File: src/rtl/core/ihex_pkg.sv
// Shared types, character codes and the microcode table of the Intel HEX
// record encoder. This package has no dependencies.
package ihex_pkg;

   localparam int STEP_W = 4;
   typedef logic [STEP_W-1:0] step_type;

   localparam logic [7:0] CHAR_COLON   = 8'h3A;
   localparam logic [7:0] CHAR_ZERO    = 8'h30;
   localparam logic [7:0] CHAR_ALPHA   = 8'h41 - 8'd10;
   localparam logic [7:0] CHAR_NEWLINE = 8'h0A;
   localparam logic [7:0] BYTE_MASK    = 8'hFF;

   localparam logic CMD_DATA = 1'b0;
   localparam logic CMD_END  = 1'b1;

   localparam logic REC_DATA = 1'b0;
   localparam logic REC_EOF  = 1'b1;

   typedef enum logic [1:0] {
      CHR_COLON,
      CHR_HI,
      CHR_LO,
      CHR_NEWLINE
   } chr_sel_type;

   typedef enum logic [2:0] {
      BYTE_COUNT,
      BYTE_ADDR_HI,
      BYTE_ADDR_LO,
      BYTE_REC_TYPE,
      BYTE_DATA,
      BYTE_CSUM
   } byte_sel_type;

   typedef enum logic [1:0] {
      JMP_NEXT,
      JMP_IF_EMPTY,
      JMP_IF_MORE,
      JMP_END
   } jump_type;

   typedef struct packed {
      chr_sel_type  chr_sel;
      byte_sel_type byte_sel;
      jump_type     jump;
      logic         sum_clr;
      logic         sum_add;
      logic         idx_inc;
      step_type     target;
   } ctrl_word_type;

   localparam step_type STEP_DATA_HI = 4'd9;
   localparam step_type STEP_CSUM_HI = 4'd11;
   localparam step_type STEP_LAST    = 4'd13;

   // One control word per output character of a record.
   function automatic ctrl_word_type ctrl_rom(input step_type step);
      ctrl_word_type cw;
      cw = '{CHR_NEWLINE, BYTE_CSUM, JMP_END, 1'b0, 1'b0, 1'b0, 4'd0};
      case (step)
         4'd0:  cw = '{CHR_COLON, BYTE_COUNT, JMP_NEXT, 1'b1, 1'b0, 1'b0, 4'd0};
         4'd1:  cw = '{CHR_HI, BYTE_COUNT, JMP_NEXT, 1'b0, 1'b0, 1'b0, 4'd0};
         4'd2:  cw = '{CHR_LO, BYTE_COUNT, JMP_NEXT, 1'b0, 1'b1, 1'b0, 4'd0};
         4'd3:  cw = '{CHR_HI, BYTE_ADDR_HI, JMP_NEXT, 1'b0, 1'b0, 1'b0, 4'd0};
         4'd4:  cw = '{CHR_LO, BYTE_ADDR_HI, JMP_NEXT, 1'b0, 1'b1, 1'b0, 4'd0};
         4'd5:  cw = '{CHR_HI, BYTE_ADDR_LO, JMP_NEXT, 1'b0, 1'b0, 1'b0, 4'd0};
         4'd6:  cw = '{CHR_LO, BYTE_ADDR_LO, JMP_NEXT, 1'b0, 1'b1, 1'b0, 4'd0};
         4'd7:  cw = '{CHR_HI, BYTE_REC_TYPE, JMP_NEXT, 1'b0, 1'b0, 1'b0, 4'd0};
         4'd8:  cw = '{CHR_LO, BYTE_REC_TYPE, JMP_IF_EMPTY, 1'b0, 1'b1, 1'b0,
                      STEP_CSUM_HI};
         4'd9:  cw = '{CHR_HI, BYTE_DATA, JMP_NEXT, 1'b0, 1'b0, 1'b0, 4'd0};
         4'd10: cw = '{CHR_LO, BYTE_DATA, JMP_IF_MORE, 1'b0, 1'b1, 1'b1,
                      STEP_DATA_HI};
         4'd11: cw = '{CHR_HI, BYTE_CSUM, JMP_NEXT, 1'b0, 1'b0, 1'b0, 4'd0};
         4'd12: cw = '{CHR_LO, BYTE_CSUM, JMP_NEXT, 1'b0, 1'b0, 1'b0, 4'd0};
         4'd13: cw = '{CHR_NEWLINE, BYTE_CSUM, JMP_END, 1'b0, 1'b0, 1'b0, 4'd0};
         default: cw = '{CHR_NEWLINE, BYTE_CSUM, JMP_END, 1'b0, 1'b0, 1'b0, 4'd0};
      endcase
      return cw;
   endfunction

   function automatic logic [7:0] hex_char(input logic [3:0] nib);
      logic [7:0] wide;
      wide = {4'd0, nib};
      return (nib < 4'd10) ? (CHAR_ZERO + wide) : (CHAR_ALPHA + wide);
   endfunction

endpackage

File: src/rtl/core/intel_hex_record_encoder.sv
// Intel HEX record encoder: top level with the microcode sequencer, the
// record buffer memory and the character output register. Uses ihex_pkg.
//
// Data items that extend the buffered run are stored and give no output. An
// item that closes a record (address break, full buffer, or end command)
// keeps req_stall high while the record text streams out one character per
// cycle from the output register, as long as rsp_stall does not hold the
// output: the buffered data record, then the end-of-file record on an end
// command (only the end-of-file record if no bytes are buffered). A 14-step
// control program walks the record fields, with a loop over the buffer
// memory's single read port for the data bytes.
module intel_hex_record_encoder #(
   parameter int MAX_RECORD_BYTES = 16
) (
   input  logic        clock,
   input  logic        reset,
   input  logic        req_valid,
   output logic        req_stall,
   input  logic        req_command,
   input  logic [15:0] req_address,
   input  logic [7:0]  req_data_byte,
   output logic        rsp_valid,
   input  logic        rsp_stall,
   output logic [7:0]  rsp_character,
   output logic        rsp_last,
   input  logic        csr_write_enable,
   input  logic [4:0]  csr_record_length
);

   localparam int CW = $clog2(MAX_RECORD_BYTES + 1);
   localparam int AW = (MAX_RECORD_BYTES > 1) ? $clog2(MAX_RECORD_BYTES) : 1;
   localparam logic [CW-1:0] MAX_COUNT = CW'(MAX_RECORD_BYTES);
   localparam logic [CW-1:0] ONE_COUNT = CW'(1);

   logic [7:0] record_buffer [MAX_RECORD_BYTES];

   logic [4:0]          length_ff;
   logic [CW-1:0]       count_ff, count_in;
   logic [15:0]         addr_ff, addr_in;
   logic                busy_ff, busy_in;
   ihex_pkg::step_type  step_ff, step_in;
   logic [CW-1:0]       idx_ff, idx_in;
   logic [7:0]          sum_ff, sum_in;
   logic                type_ff, type_in;
   logic                cmd_ff, cmd_in;
   logic [15:0]         item_addr_ff, item_addr_in;
   logic [7:0]          item_data_ff, item_data_in;
   logic [7:0]          rd_ff;
   logic                rsp_valid_ff, rsp_valid_in;
   logic [7:0]          rsp_char_ff, rsp_char_in;
   logic                rsp_last_ff, rsp_last_in;

   ihex_pkg::ctrl_word_type cw;
   logic [CW-1:0] eff_len;
   logic [CW-1:0] idx_nxt;
   logic [7:0]    byte_val;
   logic [7:0]    char_val;
   logic          fire;
   logic          accept;
   logic          run_break;
   logic          run_full;
   logic          wr_en;
   logic [AW-1:0] wr_addr;
   logic [7:0]    wr_data;

   assign req_stall     = busy_ff;
   assign rsp_valid     = rsp_valid_ff;
   assign rsp_character = rsp_char_ff;
   assign rsp_last      = rsp_last_ff;

   always_comb begin
      if (length_ff == 5'd0) begin
         eff_len = ONE_COUNT;
      end else if (int'(length_ff) > MAX_RECORD_BYTES) begin
         eff_len = MAX_COUNT;
      end else begin
         eff_len = CW'(length_ff);
      end
   end

   always_comb begin
      cw      = ihex_pkg::ctrl_rom(step_ff);
      idx_nxt = idx_ff + ONE_COUNT;

      case (cw.byte_sel)
         ihex_pkg::BYTE_COUNT:    byte_val = 8'(count_ff);
         ihex_pkg::BYTE_ADDR_HI:  byte_val = addr_ff[15:8];
         ihex_pkg::BYTE_ADDR_LO:  byte_val = addr_ff[7:0];
         ihex_pkg::BYTE_REC_TYPE: byte_val = {7'd0, type_ff};
         ihex_pkg::BYTE_DATA:     byte_val = rd_ff;
         ihex_pkg::BYTE_CSUM:     byte_val = (ihex_pkg::BYTE_MASK - sum_ff) + 8'd1;
         default:                 byte_val = 8'd0;
      endcase

      case (cw.chr_sel)
         ihex_pkg::CHR_COLON:   char_val = ihex_pkg::CHAR_COLON;
         ihex_pkg::CHR_HI:      char_val = ihex_pkg::hex_char(byte_val[7:4]);
         ihex_pkg::CHR_LO:      char_val = ihex_pkg::hex_char(byte_val[3:0]);
         ihex_pkg::CHR_NEWLINE: char_val = ihex_pkg::CHAR_NEWLINE;
         default:               char_val = ihex_pkg::CHAR_NEWLINE;
      endcase
   end

   always_comb begin
      fire      = busy_ff && (!rsp_valid_ff || !rsp_stall);
      accept    = req_valid && !busy_ff;
      // The run check does not wrap: a run ending at 0xFFFF breaks at 0.
      run_break = ({1'b0, addr_ff} + 17'(count_ff)) != {1'b0, req_address};
      run_full  = count_ff >= eff_len;

      count_in     = count_ff;
      addr_in      = addr_ff;
      busy_in      = busy_ff;
      step_in      = step_ff;
      idx_in       = idx_ff;
      sum_in       = sum_ff;
      type_in      = type_ff;
      cmd_in       = cmd_ff;
      item_addr_in = item_addr_ff;
      item_data_in = item_data_ff;
      rsp_valid_in = rsp_valid_ff && rsp_stall;
      rsp_char_in  = rsp_char_ff;
      rsp_last_in  = rsp_last_ff;
      wr_en        = 1'b0;
      wr_addr      = '0;
      wr_data      = req_data_byte;

      if (accept) begin
         cmd_in       = req_command;
         item_addr_in = req_address;
         item_data_in = req_data_byte;
         if (req_command == ihex_pkg::CMD_DATA) begin
            if ((count_ff != '0) && (run_break || run_full)) begin
               busy_in = 1'b1;
               step_in = '0;
               type_in = ihex_pkg::REC_DATA;
            end else begin
               wr_en = 1'b1;
               if (run_break) begin
                  addr_in  = req_address;
                  wr_addr  = '0;
                  count_in = ONE_COUNT;
               end else begin
                  wr_addr  = count_ff[AW-1:0];
                  count_in = count_ff + ONE_COUNT;
               end
            end
         end else begin
            busy_in = 1'b1;
            step_in = '0;
            if (count_ff != '0) begin
               type_in = ihex_pkg::REC_DATA;
            end else begin
               type_in  = ihex_pkg::REC_EOF;
               addr_in  = req_address;
            end
         end
      end

      if (fire) begin
         rsp_valid_in = 1'b1;
         rsp_char_in  = char_val;
         rsp_last_in  = 1'b0;
         if (cw.sum_clr) begin
            sum_in = 8'd0;
            idx_in = '0;
         end else if (cw.sum_add) begin
            sum_in = sum_ff + byte_val;
         end
         if (cw.idx_inc) begin
            idx_in = idx_nxt;
         end
         case (cw.jump)
            ihex_pkg::JMP_NEXT: begin
               step_in = step_ff + 4'd1;
            end
            ihex_pkg::JMP_IF_EMPTY: begin
               step_in = (count_ff == '0) ? cw.target : step_ff + 4'd1;
            end
            ihex_pkg::JMP_IF_MORE: begin
               step_in = (idx_nxt < count_ff) ? cw.target : step_ff + 4'd1;
            end
            ihex_pkg::JMP_END: begin
               if ((type_ff == ihex_pkg::REC_DATA) && (cmd_ff == ihex_pkg::CMD_END)) begin
                  // The flushed data record is out; the end-of-file record follows.
                  count_in = '0;
                  addr_in  = item_addr_ff;
                  type_in  = ihex_pkg::REC_EOF;
                  step_in  = '0;
               end else begin
                  busy_in     = 1'b0;
                  rsp_last_in = 1'b1;
                  if (type_ff == ihex_pkg::REC_DATA) begin
                     // The byte that closed the record starts the next run.
                     count_in = ONE_COUNT;
                     addr_in  = item_addr_ff;
                     wr_en    = 1'b1;
                     wr_addr  = '0;
                     wr_data  = item_data_ff;
                  end
               end
            end
            default: begin
               step_in = step_ff + 4'd1;
            end
         endcase
      end
   end

   always_ff @(posedge clock) begin
      if (wr_en) begin
         record_buffer[wr_addr] <= wr_data;
      end
      rd_ff <= record_buffer[idx_in[AW-1:0]];
   end

   always_ff @(posedge clock) begin
      if (reset) begin
         length_ff    <= 5'd16;
         count_ff     <= '0;
         addr_ff      <= 16'd0;
         busy_ff      <= 1'b0;
         step_ff      <= '0;
         idx_ff       <= '0;
         rsp_valid_ff <= 1'b0;
      end else begin
         if (csr_write_enable) begin
            length_ff <= csr_record_length;
         end
         count_ff     <= count_in;
         addr_ff      <= addr_in;
         busy_ff      <= busy_in;
         step_ff      <= step_in;
         idx_ff       <= idx_in;
         rsp_valid_ff <= rsp_valid_in;
      end
      sum_ff       <= sum_in;
      type_ff      <= type_in;
      cmd_ff       <= cmd_in;
      item_addr_ff <= item_addr_in;
      item_data_ff <= item_data_in;
      rsp_char_ff  <= rsp_char_in;
      rsp_last_ff  <= rsp_last_in;
   end

   a_count_bound: assert property (@(posedge clock) disable iff (reset)
      count_ff <= MAX_COUNT)
      else $error("record count exceeds buffer depth");

   a_step_bound: assert property (@(posedge clock) disable iff (reset)
      busy_ff |-> step_ff <= ihex_pkg::STEP_LAST)
      else $error("sequencer step outside the program");

   a_data_index: assert property (@(posedge clock) disable iff (reset)
      (busy_ff && step_ff == ihex_pkg::STEP_DATA_HI) |-> idx_ff < count_ff)
      else $error("data step reads beyond the buffered bytes");

   a_last_frees: assert property (@(posedge clock) disable iff (reset)
      (fire && rsp_last_in) |=> (!busy_ff && rsp_valid_ff && rsp_last_ff))
      else $error("final character did not release the sequencer");

endmodule
File: config.mk
export PLATFORM = sky130hd
export DESIGN_NAME = intel_hex_record_encoder
export DESIGN_NICKNAME = d
export VERILOG_FILES = /design/src/rtl/core/ihex_pkg.sv /design/src/rtl/core/intel_hex_record_encoder.sv
export SDC_FILE = /design/constraint.sdc
export NUM_CORES = 1
export LEC_CHECK = 0
export BUFFER_PORTS_ARGS = -buffer_cell sky130_fd_sc_hd__buf_2
export CAP_MARGIN = 20
export CORE_ASPECT_RATIO = 0.8
export CORE_UTILIZATION = 50
export CTS_BUF_LIST = sky130_fd_sc_hd__clkbuf_4 sky130_fd_sc_hd__clkbuf_8 sky130_fd_sc_hd__clkbuf_16
export DETAILED_ROUTE_END_ITERATION = 8
export PLACE_DENSITY_LB_ADDON = 0.3
export SYNTH_ARGS = -nofsm -noshare
export SYNTH_HDL_FRONTEND = slang
export SYNTH_SLANG_ARGS = --single-unit
File: constraint.sdc
create_clock -name clock -period 4 [get_ports clock]
set_input_delay 0.6 -clock clock [delete_from_list [all_inputs] [get_ports clock]]
set_output_delay 0.6 -clock clock [all_outputs]
set_load 0.01 [all_outputs]
# Yosys cells after proc, flatten, opt, wreduce, memory -nomap -nowiden
# Memory sizes are Yosys's and may differ from the RTL's. A register that Yosys moved wholly into a read port is not among the register bits.
# Index checks and enable logic that the tools add are counted.
# classes
mul	0
mux	72
n_eq_ne	12
shift	0
n_reduce_logical	20
n_lt_le_gt_ge	5
add_sub_neg	11
n_bitwise	1
div	0
# op_table
op	count
2-to-1 mux 16 bit	9
2-to-1 mux 4 bit	17
2-to-1 mux 5 bit	12
one-hot mux 8 bit (6 select lines)	1
2-to-1 mux 8 bit	5
one-hot mux 8 bit (4 select lines)	1
adder 6 x 4 -> 7 bit, first input constant	4
2-to-1 mux 1 bit	24
adder 16 x 5 -> 17 bit	1
inequality test 17 x 16 -> 1 bit	1
one-hot mux 4 bit (4 select lines)	1
2-to-1 mux 7 bit	2
adder 5 x 1 -> 5 bit, second input constant	2
logical NOT 5 bit	2
adder 8 x 1 -> 8 bit, second input constant	1
adder 8 bit	1
equality test 2 bit, second input constant	4
less-than comparator 4 bit, second input constant	2
subtractor 8 bit, first input constant	1
equality test 3 x 2 -> 1 bit, second input constant	2
equality test 3 bit, second input constant	2
>= comparator 5 bit	1
greater-than comparator 5 bit, second input constant	1
logical AND 1 bit	5
12 further kinds	19
# word_totals
latch_bits	0
mem_bits_ro	208
ff_bits	80
memories	2
ramBits	128
out_inout_bits	11
# memory_table
memory	words	word_bits	rd	rd_ports_with_merged_regs	wr	line_no	text
(name not given)	16	13	1	1	0	ihex_pkg.sv:61	case (step)
record_buffer	16	8	1	1	1	intel_hex_record_encoder.sv:35	logic [7:0] record_buffer [MAX_RECORD_BYTES];

# Depth between registers and ports, before layout
# logic_depth
word_depth	15
mapped_depth	17

# Least setup slack after synthesis
# No wires, ideal clock.
# synth_timing
path_type	flip-flop to flip-flop
start	register count_ff[0]
end	memory record_buffer[3][0] (enable)
path_stages_with_launch	12
period_less_slack_ns	4.019
arrival_ns	3.621
path_slack_ns	-0.019
path_buffers	1
setup_ns	0.398
path_cell_list	dfxtp_1 ha_1 fa_1 a21oi_1 o2bb2ai_1 nor4_1 a31oi_1 or4b_4 nand4bb_1 clkbuf_1 nor2_1 nor4b_1
# synth_between
elab_chain_len	13
elab_cells_between_ends	23
cone_classes	1 x add/sub; 1 x order compare; 1 x eq/ne; 17 x mux; 3 x reduce/logical
# synth_rtl
element	line_no	text
start: declaration	intel_hex_record_encoder.sv:38	logic [CW-1:0] count_ff, count_in;
start signal: assignment	intel_hex_record_encoder.sv:230	count_ff <= count_in;
adder 16 x 5 -> 17 bit	intel_hex_record_encoder.sv:108	run_break = ({1'b0, addr_ff} + 17'(count_ff)) != {1'b0, req_address};
inequality test 17 x 16 -> 1 bit	intel_hex_record_encoder.sv:108	
logical OR 1 bit	intel_hex_record_encoder.sv:133	if ((count_ff != '0) && (run_break || run_full)) begin
logical AND 1 bit	intel_hex_record_encoder.sv:133	
2-to-1 mux 1 bit	intel_hex_record_encoder.sv:133	
2-to-1 mux 1 bit	intel_hex_record_encoder.sv:132	if (req_command == ihex_pkg::CMD_DATA) begin
2-to-1 mux 1 bit	intel_hex_record_encoder.sv:128	if (accept) begin
2-to-1 mux 1 bit	intel_hex_record_encoder.sv:193	if (type_ff == ihex_pkg::REC_DATA) begin
2-to-1 mux 1 bit	intel_hex_record_encoder.sv:184	if ((type_ff == ihex_pkg::REC_DATA) && (cmd_ff == ihex_pkg::CMD_END)) begin
2-to-1 mux 1 bit	intel_hex_record_encoder.sv:173	case (cw.jump)
2-to-1 mux 1 bit	intel_hex_record_encoder.sv:160	if (fire) begin
2-to-1 mux 1 bit	intel_hex_record_encoder.sv:211	if (wr_en) begin
2-to-1 mux 1 bit (implied by the code)	intel_hex_record_encoder.sv:212	record_buffer[wr_addr] <= wr_data;
end: declaration	intel_hex_record_encoder.sv:35	
# Several ways; a longest one is shown, not always the timed one.

# Worst setup path in the final report
# layout_timing
start	register count_ff[0]
end	register, netlist name cw[9]
# layout_between
elab_chain_len	11
elab_cells_between_ends	17
cone_classes	1 x add/sub; 2 x order compare; 1 x eq/ne; 9 x mux; 4 x reduce/logical
# layout_rtl
element	line_no
adder 16 x 5 -> 17 bit	intel_hex_record_encoder.sv:108
inequality test 17 x 16 -> 1 bit	intel_hex_record_encoder.sv:108
logical OR 1 bit	intel_hex_record_encoder.sv:133
logical AND 1 bit	intel_hex_record_encoder.sv:133
2-to-1 mux 4 bit	intel_hex_record_encoder.sv:133
2-to-1 mux 4 bit	intel_hex_record_encoder.sv:132
2-to-1 mux 4 bit	intel_hex_record_encoder.sv:128
2-to-1 mux 4 bit	intel_hex_record_encoder.sv:184
one-hot mux 4 bit (4 select lines)	intel_hex_record_encoder.sv:173
2-to-1 mux 4 bit *	intel_hex_record_encoder.sv:160
2-to-1 mux 4 bit (no source line) *	n/a
# Every way passes the cells marked *; elsewhere a longest branch is shown, timed or not.
# A chain may end at the register's enable or synchronous reset.

==> results.toml <==
[final_layout]
final_common_cell = "edfxtp_1"
layout.nets = 1101
antenna_cells = 0
syn_to_final_growth_pct = 14.9
drive_gt1_share_pct = 15.6
layout_common_cells = "edfxtp_1 (169), nand2_1 (109), nor2_1 (67)"
final_cell_count_no_fill = 1323

[power]
power_frac_comb_pct = 5.7
swShare_pct = 21.3
power.internal_mw = 4.19
switchingPower_mw = 1.13
total_power_mw = 5.32
max-vdd-ir-drop_mv = 0.315
p_leak_nw = 4.64
p_seq_share_pct = 49.6
clkPwrFrac_pct = 44.7
cellPowerDensity_nw_per_um2 = 423

[floorplan]
die_w_um = 168
core_area_um2 = 21500
die_area_um2 = 22500
fp.dieH_um = 134
start_util_pct = 51.0
ioPinCount = 46
num_rows = 48

[outcome]
outcome = "complete, no violations"

[synthesis]
synth_compound_area_share_pct = 14.6
synth_fp_nets = 1038
ys_seq_area_share_pct = 56.9
yosysWarnings = 0
synth-simple-area-share_pct = 13.9
synth-seq-cells = 227
yosys.area.top_type_share_pct = 46.3
yosysUniqueCellTypes = 77
synthAdderAreaFrac_pct = 4.25
synth_top_family_by_area = "compound AO/OA/AOI/OAI gates"
synthMuxAreaShare_pct = 3.70
yosys.area_share.xor_xnor_pct = 3.36
synth.area.top_cells = "edfxtp_1 (46%), dfxtp_1 (11%), a211oi_1 (4.2%)"
async_reset_ff_share_pct = 0
yosys.area.top_type = "edfxtp_1"
synth_ff_type = "edfxtp_1"
syn_inst = 967
synth_area_um2 = 11000
avgSynthCellArea_um2 = 11.3
synth-edff-count = 169

[worst_setup_path]
worstRegToRegCells = 12
cp_slowest_stage_delay_ns = 0.77
cp-start-kind = "flip-flop"
critical_path.top_delay_family = "compound AO/OA/AOI/OAI gates"
path_cells = "ha_1, fa_1, a21oi_1, o2bb2ai_1, buf_4, o31ai_1, o21ai_0, o2bb2ai_1, nor4_4, o31ai_1, a21oi_1, o32a_1"
worstPathRequired_ns = 4.40
critical_path.endpoint_type = "flip-flop"
path_buf_inv = 1
path_class = "flip-flop to flip-flop"
cp.arrival_ns = 4.13
crit_cells = 12
critPathSlowestCell = "o31ai_1"
critical_path.max_fanout = 8

[global_routing]
grt_overflow = 0
grt_pass1_vias = 7003
track_usage_pct = 22.6
grt_max_degree = 38
antenna_found_initial = 0
grt_first_pass_wirelength_um = 39400

[clock_tree]
cts_tree = "built"
hold_buffers = 0
worstSkewPairLatency_ns = 0.52
post_cts_buffers = 0
cts_buffer_depth = 3
cts_htree_levels = 1
clkSinkCount = 227
ctsResizeCount = 0
cts_buffers = 24
cts.clk_slew.worst_paths_ns = 0.06
cts_root_buf = "clkbuf_16"

[placed_design]
portBuffers = 44
post-place-cells = 1279
gp_congestion = 0.867
dp_hpwl_um = 17300

[flow_run]
cap_violations = 0

[sta]
finalCriticalPeriod_ns = 3.73
max_freq_mhz = 268
finalMaxSlewViolations = 0
skew_ns = 0.00995
finalHoldViolations = 0
max_slew_margin_pct = 40.0
setup_viol = 0
period_share_pct = 93.4
tns_ns = 0
worst_pin_slew_ns = 0.890
rsz0062_at_grt = "false"

[routing]
drt_first_pass_iters = 6
remaining_drc_errors = 0
num_vias = 7857
avgRoutedWirePerCell_um = 19.3
drt_iter0_markers = 856
drt-total-wl_um = 25600
drtAntennaViolNets = 0
avgViaCountPerCell = 5.94

[min_path]
hp-class = "primary input to flip-flop"
whs_path_depth = 1
layer usage:
metal	vias to the layer above	global-route usage [%]	share of wire, %
met5	-	0	0
met4	0	4.94	1.7
met3	31	3.39	7.0
met2	285	32.0	42
met1	3801	36.0	49
li1	3740	-	-
cells by family after synthesis:
family / count (synthesis)
and+or+nand+nor: 308
AOI/OAI and AO/OA: 228
DFF: 227
buffers and inverters: 87
xor gates and xnor gates: 42
muxes: 38
adders and majority gates: 36
other: 1
synthesized netlist by cell type, types with 4 or more instances:
master	n
edfxtp_1	169
nand2_1	109
nor2_1	67
a211oi_1	61
dfxtp_1	58
clkbuf_1	42
a21oi_1	41
and2_1	36
ha_1	34
inv_1	32
mux2i_1	27
xnor2_1	26
a31oi_1	21
o21ai_0	21
a311oi_1	16
xor2_1	16
nor3_1	15
nor2b_1	14
mux2_2	10
nor4_1	10
nand2b_1	9
nand3_1	9
a21o_1	7
a22oi_1	7
nand4_1	7
o211ai_1	7
o21ai_1	6
or3_1	6
buf_1	5
nor3b_1	4
state kept, by name, summed over array words and instances (netlist names), 7 cells and up:
register / count
item_data_ff: 8
rsp_character: 7
sum_ff: 8
rd_ff: 8
record_buffer: 128
item_addr_ff: 16
addr_ff: 16
cw: 12
through the flow:
stage / worst slack (ns) / hold WS (ns) / util, % / instance area (um2)
after floorplan: 0.156 / 0.461 / - / 11000
after global placement: 0.343 / 0.488 / 54.5 / 11700
final: 0.265 / 0.278 / 58.6 / 12600
after global routing: 0.0509 / 0.265 / 58.6 / 12600
after CTS: 0.259 / 0.264 / 58.5 / 12600
after detailed placement: 0.281 / 0.503 / 54.5 / 11700
area by class of cell:
| type | count | area [um2] |
|---|---|---|
| fillers | 1751 | 8910 |
| inverters | 35 | 131 |
| well taps | 275 | 344 |
| repair buffers | 89 | 596 |
| flip-flops and latches | 227 | 6240 |
| multi-input cells | 653 | 4430 |
| clock inverters | 11 | 160 |
| clock buffers | 33 | 698 |
path summary, 6_finish.rpt:
check / start / endpoint / slack [ns]
min: req_data_byte[6] / item_data_ff[6] / 0.28
max: count_ff[0] / cw[9] / 0.27
min reg2reg: rsp_valid / rsp_valid / 0.51
max reg2reg: count_ff[0] / cw[9] / 0.27
power by group through the flow:
stage / clock network [mW] / logic [mW] / registers, mW
global route: 2.49 / 0.337 / 2.64
detailed placement: 0 / 0.302 / 2.69
global placement: 0 / 0.296 / 2.69
finish: 2.38 / 0.306 / 2.64
CTS: 2.41 / 0.305 / 2.64
floorplan: 0 / 0.211 / 2.67
worst register-to-register path: cells and delay by family, from the launching register on:
kind / cells / cell delay [ns]
adder cells (fa/ha/maj): 2 / 0.66
flip-flops: 1 / 0.32
AO/OA/AOI/OAI: 8 / 2.41
buffers and inverters: 1 / 0.15
AND/OR/NAND/NOR: 1 / 0.08
(Power assumes the default switching activity.)
